**src/hdl/rpq_pkg.sv**
```systemverilog
// Shared types and constants for the record priority queue.
package rpq_pkg;

  localparam int QUEUE_DEPTH = 16;
  localparam int CNT_W       = $clog2(QUEUE_DEPTH + 1);

  typedef enum logic [0:0] {
    MODE_INSERT = 1'b0,
    MODE_REMOVE = 1'b1
  } mode_t;

  typedef enum logic [1:0] {
    ST_INSERTED = 2'd0,
    ST_REMOVED  = 2'd1,
    ST_EMPTY    = 2'd2,
    ST_FULL     = 2'd3
  } status_t;

  typedef enum logic [1:0] {
    OP_HOLD   = 2'd0,
    OP_INSERT = 2'd1,
    OP_REMOVE = 2'd2
  } cell_op_t;

  typedef struct packed {
    logic [7:0]  priority_req;
    logic [30:0] account_id;
    logic [7:0]  holder_age;
    logic [30:0] phone_number;
  } record_t;

  typedef struct packed {
    mode_t       mode;
    logic [7:0]  priority_req;
    logic [30:0] account_id;
    logic [7:0]  holder_age;
    logic [30:0] phone_number;
  } in_t;

  typedef struct packed {
    status_t     status;
    logic [30:0] removed_account;
    logic [7:0]  removed_age;
    logic [30:0] removed_phone;
  } out_t;

  // Command broadcast to every cell in the chain.
  typedef struct packed {
    cell_op_t op;
    record_t  rec;
  } cell_cmd_t;

endpackage

```
**src/hdl/record_priority_queue.sv**
```systemverilog
// Top level of the record priority queue: cell chain, fill count and result register.
//
// Usage: each input beat on in_data is an insert (mode 0) or a remove of the
// head (mode 1). Every input beat yields exactly one result beat on out_data
// with a status: inserted, removed, queue empty or queue full. A remove
// returns the fields of the head record, which has the lowest priority value;
// equal priorities leave in arrival order. Other statuses carry zero fields.
// Records live in a chain of QUEUE_DEPTH cells; on each beat every cell
// compares against the broadcast record and shifts left, right or holds, so
// an insert or remove updates every cell at once, whatever the fill level.
// The result is registered and appears in the cycle after the input beat is accepted.
// Throughput: one beat per cycle while out_stall is low; the single result
// register sets this figure.
// When out_stall holds a waiting result, in_stall rises and the queue keeps
// its contents until the result is taken.
// Reset (rst, synchronous) empties the queue and drops any pending result.
module record_priority_queue import rpq_pkg::*; (
  input  logic clk,
  input  logic rst,
  input  logic in_valid,
  output logic in_stall,
  input  in_t  in_data,
  output logic out_valid,
  input  logic out_stall,
  output out_t out_data
);

  logic [CNT_W-1:0]       fill;
  logic [CNT_W-1:0]       fill_next;
  logic                   accept;
  logic                   full;
  logic                   empty;
  logic [QUEUE_DEPTH-1:0] occupied;
  logic [QUEUE_DEPTH-1:0] cell_place;
  record_t                cell_rec [QUEUE_DEPTH];
  cell_cmd_t              cmd;
  out_t                   result;

  assign in_stall = out_valid && out_stall;
  assign accept   = in_valid && !in_stall;
  assign full     = (fill == CNT_W'(QUEUE_DEPTH));
  assign empty    = (fill == '0);

  always_comb begin
    cmd.op               = OP_HOLD;
    cmd.rec.priority_req = in_data.priority_req;
    cmd.rec.account_id   = in_data.account_id;
    cmd.rec.holder_age   = in_data.holder_age;
    cmd.rec.phone_number = in_data.phone_number;
    fill_next            = fill;
    result               = '0;
    if (in_data.mode == MODE_INSERT) begin
      if (full) begin
        result.status = ST_FULL;
      end else begin
        result.status = ST_INSERTED;
        if (accept) begin
          cmd.op    = OP_INSERT;
          fill_next = fill + CNT_W'(1);
        end
      end
    end else begin
      if (empty) begin
        result.status = ST_EMPTY;
      end else begin
        result.status          = ST_REMOVED;
        result.removed_account = cell_rec[0].account_id;
        result.removed_age     = cell_rec[0].holder_age;
        result.removed_phone   = cell_rec[0].phone_number;
        if (accept) begin
          cmd.op    = OP_REMOVE;
          fill_next = fill - CNT_W'(1);
        end
      end
    end
  end

  genvar i;
  generate
    for (i = 0; i < QUEUE_DEPTH; i++) begin : g_cell
      logic    left_place;
      record_t left_rec;
      record_t right_rec;

      assign occupied[i] = (CNT_W'(i) < fill);

      if (i == 0) begin : g_head
        assign left_place = 1'b0;
        assign left_rec   = cmd.rec;
      end else begin : g_body
        assign left_place = cell_place[i-1];
        assign left_rec   = cell_rec[i-1];
      end

      if (i == QUEUE_DEPTH - 1) begin : g_tail
        assign right_rec = cmd.rec;
      end else begin : g_mid
        assign right_rec = cell_rec[i+1];
      end

      rpq_cell u_cell (
        .clk        (clk),
        .cmd        (cmd),
        .occupied   (occupied[i]),
        .left_place (left_place),
        .left_rec   (left_rec),
        .right_rec  (right_rec),
        .place      (cell_place[i]),
        .rec        (cell_rec[i])
      );
    end
  endgenerate

  always_ff @(posedge clk) begin
    if (rst) begin
      fill      <= '0;
      out_valid <= 1'b0;
    end else begin
      fill <= fill_next;
      if (accept) begin
        out_valid <= 1'b1;
      end else if (!out_stall) begin
        out_valid <= 1'b0;
      end
    end
  end

  always_ff @(posedge clk) begin
    if (accept) begin
      out_data <= result;
    end
  end

`ifndef SYNTHESIS
  a_fill_bound : assert property (@(posedge clk) disable iff (rst)
    fill <= CNT_W'(QUEUE_DEPTH))
    else $error("fill count exceeds queue depth");

  a_full_refused : assert property (@(posedge clk) disable iff (rst)
    accept && in_data.mode == MODE_INSERT && full |=> out_data.status == ST_FULL && $stable(fill))
    else $error("insert into full queue not refused");

  a_remove_count : assert property (@(posedge clk) disable iff (rst)
    accept && in_data.mode == MODE_REMOVE && !empty |=> $past(fill) == fill + CNT_W'(1))
    else $error("remove did not lower fill count");

  a_zero_fields : assert property (@(posedge clk) disable iff (rst)
    out_valid && out_data.status != ST_REMOVED |->
      out_data.removed_account == '0 && out_data.removed_age == '0 &&
      out_data.removed_phone == '0)
    else $error("non-remove result carries record fields");
`endif

endmodule

```
**src/hdl/rpq_cell.sv**
```systemverilog
// One slot of the sorted chain: holds a record and trades it with its neighbors.
module rpq_cell import rpq_pkg::*; (
  input  logic      clk,
  input  cell_cmd_t cmd,
  input  logic      occupied,
  input  logic      left_place,
  input  record_t   left_rec,
  input  record_t   right_rec,
  output logic      place,
  output record_t   rec
);

  record_t rec_next;

  // The new record goes in front of the first held entry with a strictly
  // larger priority, or into the first empty slot.
  assign place = !occupied || (rec.priority_req > cmd.rec.priority_req);

  always_comb begin
    rec_next = rec;
    case (cmd.op)
      OP_INSERT: begin
        if (place) begin
          rec_next = left_place ? left_rec : cmd.rec;
        end
      end
      OP_REMOVE: begin
        rec_next = right_rec;
      end
      default: begin
        rec_next = rec;
      end
    endcase
  end

  always_ff @(posedge clk) begin
    rec <= rec_next;
  end

endmodule
```
**config.mk**
```make
export PLATFORM = sky130hd
export DESIGN_NAME = record_priority_queue
export DESIGN_NICKNAME = d
export VERILOG_FILES = /design/src/hdl/rpq_pkg.sv /design/src/hdl/record_priority_queue.sv /design/src/hdl/rpq_cell.sv
export SDC_FILE = /design/constraint.sdc
export NUM_CORES = 2
export LEC_CHECK = 0
export BUFFER_PORTS_ARGS = -buffer_cell sky130_fd_sc_hd__buf_2
export CAP_MARGIN = 5
export CORE_UTILIZATION = 63
export CTS_CLUSTER_SIZE = 24
export DETAILED_ROUTE_END_ITERATION = 10
export GPL_TIMING_DRIVEN = 1
export PLACE_DENSITY = 0.8
export SYNTH_ARGS = -nofsm -noshare
export SYNTH_HDL_FRONTEND = slang
export SYNTH_SLANG_ARGS = --single-unit
```
**constraint.sdc**
```tcl
create_clock -name clk -period 35.6 [get_ports clk]
set_clock_uncertainty 0.2 [all_clocks]
set_input_delay 1.78 -clock clk [delete_from_list [all_inputs] [get_ports clk]]
set_output_delay 1.78 -clock clk [all_outputs]
set_load 0.005 [all_outputs]
```
# Word level (Yosys, flattened, before mapping)
# Index checks and enable logic that the tools add are counted.
# Widths: inputs -> output; s select.
dict set report totals {
  out_inout_bits 74
  in_bits 83
  reg_bits 1326
  word_cells 244
}
dict set report op_classes {
  n_reduce_logical 55
  n_bitwise 1
  mux 62
  add_sub_neg 2
  order_cmp 32
  n_eq_ne 22
}
# cell count
set op_table {}
lappend op_table {{$pmux 78 s2} 16}
lappend op_table {{$mux 78} 31}
lappend op_table {{$gt 8x8->1} 16}
lappend op_table {{$lt 4x5->1 const A} 8}
lappend op_table {{$ne 2x1->1 const B} 17}
lappend op_table {{$reduce_and 2->1} 16}
lappend op_table {{$mux 5} 5}
lappend op_table {{$lt 3x5->1 const A} 4}
lappend op_table {{$logic_not 1->1} 17}
lappend op_table {{$logic_or 1x1->1} 16}
lappend op_table {{$mux 2} 6}
lappend op_table {{$lt 1x5->1 const A} 2}
lappend op_table {{$lt 2x5->1 const A} 2}
lappend op_table {{$add 5x1->5 const B} 1}
lappend op_table {{$eq 5x5->1 const B} 1}
lappend op_table {{$logic_not 5->1} 1}
lappend op_table {{$sub 5x1->5 const B} 1}
lappend op_table {{$mux 1} 4}
lappend op_table {{$ne 2x2->1 const B} 2}
lappend op_table {{$reduce_and 3->1} 1}
lappend op_table {{$eq 2x1->1 const B} 1}
lappend op_table {{$eq 2x2->1 const B} 1}
lappend op_table {{$logic_and 1x1->1} 2}
lappend op_table {{$reduce_bool 2->1} 1}
lappend op_table {{2 further kinds} 2}

# Logic depth before layout (Yosys ltp)
dict set report logic_depth {
  ltp_word 9
  ltp_mapped 12
  ltp_nobuf 8
}

# Modules after synthesis
# Synthesis repeated with hierarchy kept, for this count alone.
dict set report hier_totals {
  hier_cells 6175
  area_unflattened_um2 70730.3
}
# mod n_inst area_each_um2 seq_area_each_um2 cells_per_inst
set modules_own_cells {}
lappend modules_own_cells {rpq_cell 16 4221.5 2342.2 372}
lappend modules_own_cells {record_priority_queue 1 3185.6 2282.2 223}

# Worst setup path after synthesis
# OpenSTA, ideal clock, no wires.
dict set report synth_timing {
  kind {in2reg}
  start {input out_stall}
  end {register g_cell[14].u_cell.rec[0] (netlist bit) (enable)}
  t_required_ns 34.771
  t_arrival_ns 11.918
  setup_time_ns 0.629
  path_stages 4
  path_slack_ns 22.853
  cell_sequence {and2_1 nor2b_1 nand3b_1 o31ai_1}
}
dict set report synth_via {
  elab_chain_len 9
}
# item line_no
set synth_rtl {}
lappend synth_rtl {{from (decl)} record_priority_queue.sv:24} ;# input logic out_stall,
lappend synth_rtl {{$logic_and 1x1->1 *} record_priority_queue.sv:39} ;# assign in_stall = out_valid && out_stall;
lappend synth_rtl {{$logic_not 1->1 *} record_priority_queue.sv:40} ;# assign accept = in_valid && !in_stall;
lappend synth_rtl {{$logic_and 1x1->1 *} record_priority_queue.sv:40}
lappend synth_rtl {{net accept} record_priority_queue.sv:30} ;# logic accept;
lappend synth_rtl {{$mux 1 / $mux 2 (equally long branches)} {record_priority_queue.sv:57, record_priority_queue.sv:70}}
lappend synth_rtl {{$mux 1 / $mux 2 (equally long branches)} {record_priority_queue.sv:53, record_priority_queue.sv:63}}
lappend synth_rtl {{$mux 2 *} record_priority_queue.sv:52} ;# if (in_data.mode == MODE_INSERT) begin
lappend synth_rtl {{$eq 2x1->1 / $eq 2x2->1 (equally long branches)} rpq_cell.sv:21} ;# case (cmd.op)
lappend synth_rtl {{$ne 2x1->1 (no source line) / $reduce_bool 2->1 (equally long branches)} -}
lappend synth_rtl {{$reduce_and 2->1 (no source line) *} -}
lappend synth_rtl {{to (signal assigned)} rpq_cell.sv:37} ;# rec <= rec_next;
lappend synth_rtl {{to (decl)} rpq_cell.sv:10} ;# output record_t rec
# Mark *: on every way through the listed nets, which the timed path passes. The rest lies on a longest branch.
# A chain may end at the register's enable or synchronous reset.

==> flow_summary.json <==
{
  "utilization_pct": 68.97,
  "p_int_mw": 3.619,
  "ir_drop_mv": 0.05987,
  "use_met2_pct": 57.91,
  "ys_ff_latch": 1326,
  "start_util_pct": 63.60,
  "antenna_left": 0,
  "worstPathArrival_ns": 7.20,
  "synth.distinct_cells": 44,
  "dp_hpwl_um": 109700,
  "chipWidth_um": 328.0,
  "hold_viol": 0,
  "status": "complete, no violations",
  "syn_area_um2": 66950,
  "setup_viol": 0,
  "post-route-period-util_pct": 19.07,
  "io_buffers": 156,
  "synth_nets": 7261,
  "insertion_delay_ns": 0.78,
  "dpl_worst_slack_ns": 28.28,
  "fmax_mhz": 147.3,
  "place_congestion": 0.8671,
  "nets": 7038,
  "rows": 119,
  "grt-ovfl-total": 0,
  "clockRootBuffer": "clkbuf_16",
  "clockBufferDepth": 3,
  "core_area_um2": 105300,
  "cts_setup_buffers": 0,
  "vias": 56970,
  "drive_gt1_share_pct": 8.087,
  "syn2layout_area_growth_pct": 8.447,
  "cts_made_buffers": 138,
  "fin_setup_tns_ns": 0,
  "worstMarginPinSlew_ns": 1.327,
  "dieHeight_um": 328.0,
  "htree_levels": 4,
  "clk_pin_slew_worst_paths_ns": 0.06,
  "final_common_cell": "a21oi_1",
  "cts.repair.resized": 0,
  "ys_warn_count": 0,
  "antenna_found_initial": 14,
  "cts_tree": "done",
  "netlist_instances": 7046,
  "fin_crit_ns": 6.789,
  "met1_usage_pct": 52.31,
  "ys_seq_area_share_pct": 59.38,
  "first_global_vias": 53430,
  "cap_violations": 0,
  "grt_use_met3_pct": 8.822,
  "ioPinCount": 157,
  "power_density_nw_per_um2": 77.38,
  "final_cell_mix": "a21oi_1 (2079), nand2_1 (1332), edfxtp_1 (1320), nor2_1 (1034), buf_2 (156)",
  "synthArstFlopShare_pct": 0,
  "busiest_layer": "met2",
  "drc": 0,
  "dieArea_um2": 107600,
  "critical_path_class": "in2reg",
  "syn_area_per_cell_um2": 9.502,
  "maxSlewViolCount": 0,
  "rsz0062_at_grt": "false",
  "grt_usage_pct": 38.40,
  "wirelength_um": 211000,
  "final_area_um2": 72610,
  "place_area_um2": 68120,
  "timing.final.ws_setup_ns": 28.81,
  "grt_max_degree": 223,
  "pwr-share-seq_pct": 44.6,
  "synth_edf_count": 1320,
  "grt_first_pass_wirelength_um": 317000,
  "fillers": 7659,
  "avgViaCountPerCell": 6.835,
  "switching_power_mw": 1.999,
  "slew_headroom_pct": 11.54,
  "start_kind": "input pin",
  "ys.flop_type": "edfxtp_1",
  "drt-pass1-iter-count": 7,
  "power_frac_comb_pct": 29.2,
  "power.share.switching_pct": 35.58,
  "hp-class": "reg2reg",
  "drt_iter0_drc": 10470,
  "cts_sinks": 1326,
  "leakage_nw": 27.53,
  "path_max_fanout": 114,
  "avgRoutedWirePerCell_um": 25.31,
  "end_kind": "flip-flop",
  "worst-endpoint-required_ns": 36.01,
  "clkPwrFrac_pct": 26.2,
  "hold_buffers": 0
}
final timing paths:
kind         cells past startpoint                                  end  slack, ns                          startpoint
max                             10  g_cell[14].u_cell.rec[30]$_DFFE_PP_      28.81                           out_stall
min                              2   g_cell[0].u_cell.rec[32]$_DFFE_PP_       0.35  g_cell[1].u_cell.rec[32]$_DFFE_PP_
max reg2reg                     11   g_cell[8].u_cell.rec[29]$_DFFE_PP_      29.19                fill[0]$_SDFFE_PP0P_
min reg2reg                      2   g_cell[0].u_cell.rec[32]$_DFFE_PP_       0.35  g_cell[1].u_cell.rec[32]$_DFFE_PP_
logic make-up after synthesis:
family / count (synthesis) / share of synthesized area [%]
adders and majority gates: 132 / 2.467
xor gates and xnor gates: 6 / 0.07849
AOI/OAI and AO/OA: 2263 / 17.45
and+or+nand+nor: 2604 / 15.34
muxes: 78 / 1.424
DFF: 1326 / 59.38
buffers and inverters: 637 / 3.855
worst max-delay path: stages:
cell and delay (ns):
buf_2 0.09, and2_1 0.19, nor2b_4 0.21, buf_4 0.60, and2_4 0.83, buf_4 0.89
buf_4 0.90, buf_4 1.05, a21oi_1 0.18, a21oi_1 0.25
state kept, by name, indices dropped and copies added (netlist names):
name,flops
out_data,72
out_valid,1
fill,5
g_cell.u_cell.rec,1248
cell type report:
| class | count | area, um^2 | area share, % |
|---|---|---|---|
| sequential | 1326 | 39760 | 54.76 |
| multi-input combinational | 5083 | 25040 | 34.49 |
| clock buffer | 166 | 3622 | 4.989 |
| tap | 1391 | 1740 | 2.397 |
| timing repair buffer | 244 | 1466 | 2.020 |
| clock inverter | 88 | 847.1 | 1.167 |
| inverter | 30 | 112.6 | 0.1551 |
| antenna | 7 | 17.52 | 0.02413 |
per-layer routing:
layer | routed length, um | part of all wire [%]
met4 | 11510 | 5.5
met5 | 195 | 0.092
met3 | 30330 | 14
met1 | 74850 | 35
met2 | 94100 | 45
synth_stat cells (2+ instances only):
| cell type | number | area (um^2) |
|---|---|---|
| xor2_1 | 2 | 17.52 |
| o21ai_0 | 57 | 285.3 |
| o211ai_1 | 84 | 630.6 |
| ha_1 | 132 | 1652 |
| a21o_1 | 2 | 15.01 |
| nand3_1 | 84 | 420.4 |
| and3_1 | 13 | 81.33 |
| and2_1 | 73 | 456.7 |
| xnor2_1 | 4 | 35.03 |
| inv_1 | 30 | 112.6 |
| mux2_2 | 58 | 653.1 |
| nand4b_1 | 2 | 17.52 |
| nand4_1 | 31 | 193.9 |
| o31ai_1 | 2 | 15.01 |
| clkbuf_1 | 441 | 1655 |
| nor2_1 | 1034 | 3881 |
| dfxtp_1 | 6 | 120.1 |
| a31o_2 | 2 | 17.52 |
| nor4_1 | 2 | 12.51 |
| buf_2 | 133 | 665.6 |
| nand2b_1 | 5 | 31.28 |
| a211o_1 | 13 | 113.9 |
| o21bai_1 | 3 | 22.52 |
| a21oi_1 | 2079 | 10400 |
| edfxtp_1 | 1320 | 39640 |
| a22oi_1 | 13 | 97.59 |
| a211oi_1 | 3 | 22.52 |
| or3_1 | 3 | 18.77 |
| nand2_1 | 1333 | 5004 |
| buf_1 | 29 | 108.9 |
| mux2_4 | 20 | 300.3 |
| buf_6 | 3 | 33.78 |
| nor2b_1 | 18 | 112.6 |
| or2_2 | 2 | 12.51 |
power groups by stage:
| stage | combinational, mW | clock [mW] | sequential [mW] |
|---|---|---|---|
| global route | 1.75 | 1.53 | 2.54 |
| CTS | 1.58 | 1.47 | 2.50 |
| detailed placement | 1.57 | 0 | 2.52 |
| global placement | 1.50 | 0 | 2.52 |
| finish | 1.64 | 1.47 | 2.51 |
| floorplan | 1.06 | 0 | 2.51 |
metrics by stage:
| step | hold WS (ns) | power (mW) | instances |
|---|---|---|---|
| 6_report | 0.3468 | 5.619 | 8335 |
| 5_1_grt | 0.3592 | 5.818 | 8333 |
| 4_1_cts | 0.3450 | 5.552 | 8328 |
| 3_5_place_dp | 0.3353 | 4.090 | 8074 |
| 3_3_place_gp | 0.3275 | 4.015 | 8074 |
| 2_1_floorplan | 0.3182 | 3.573 | 7046 |
Power figures use the tool's default switching activity.
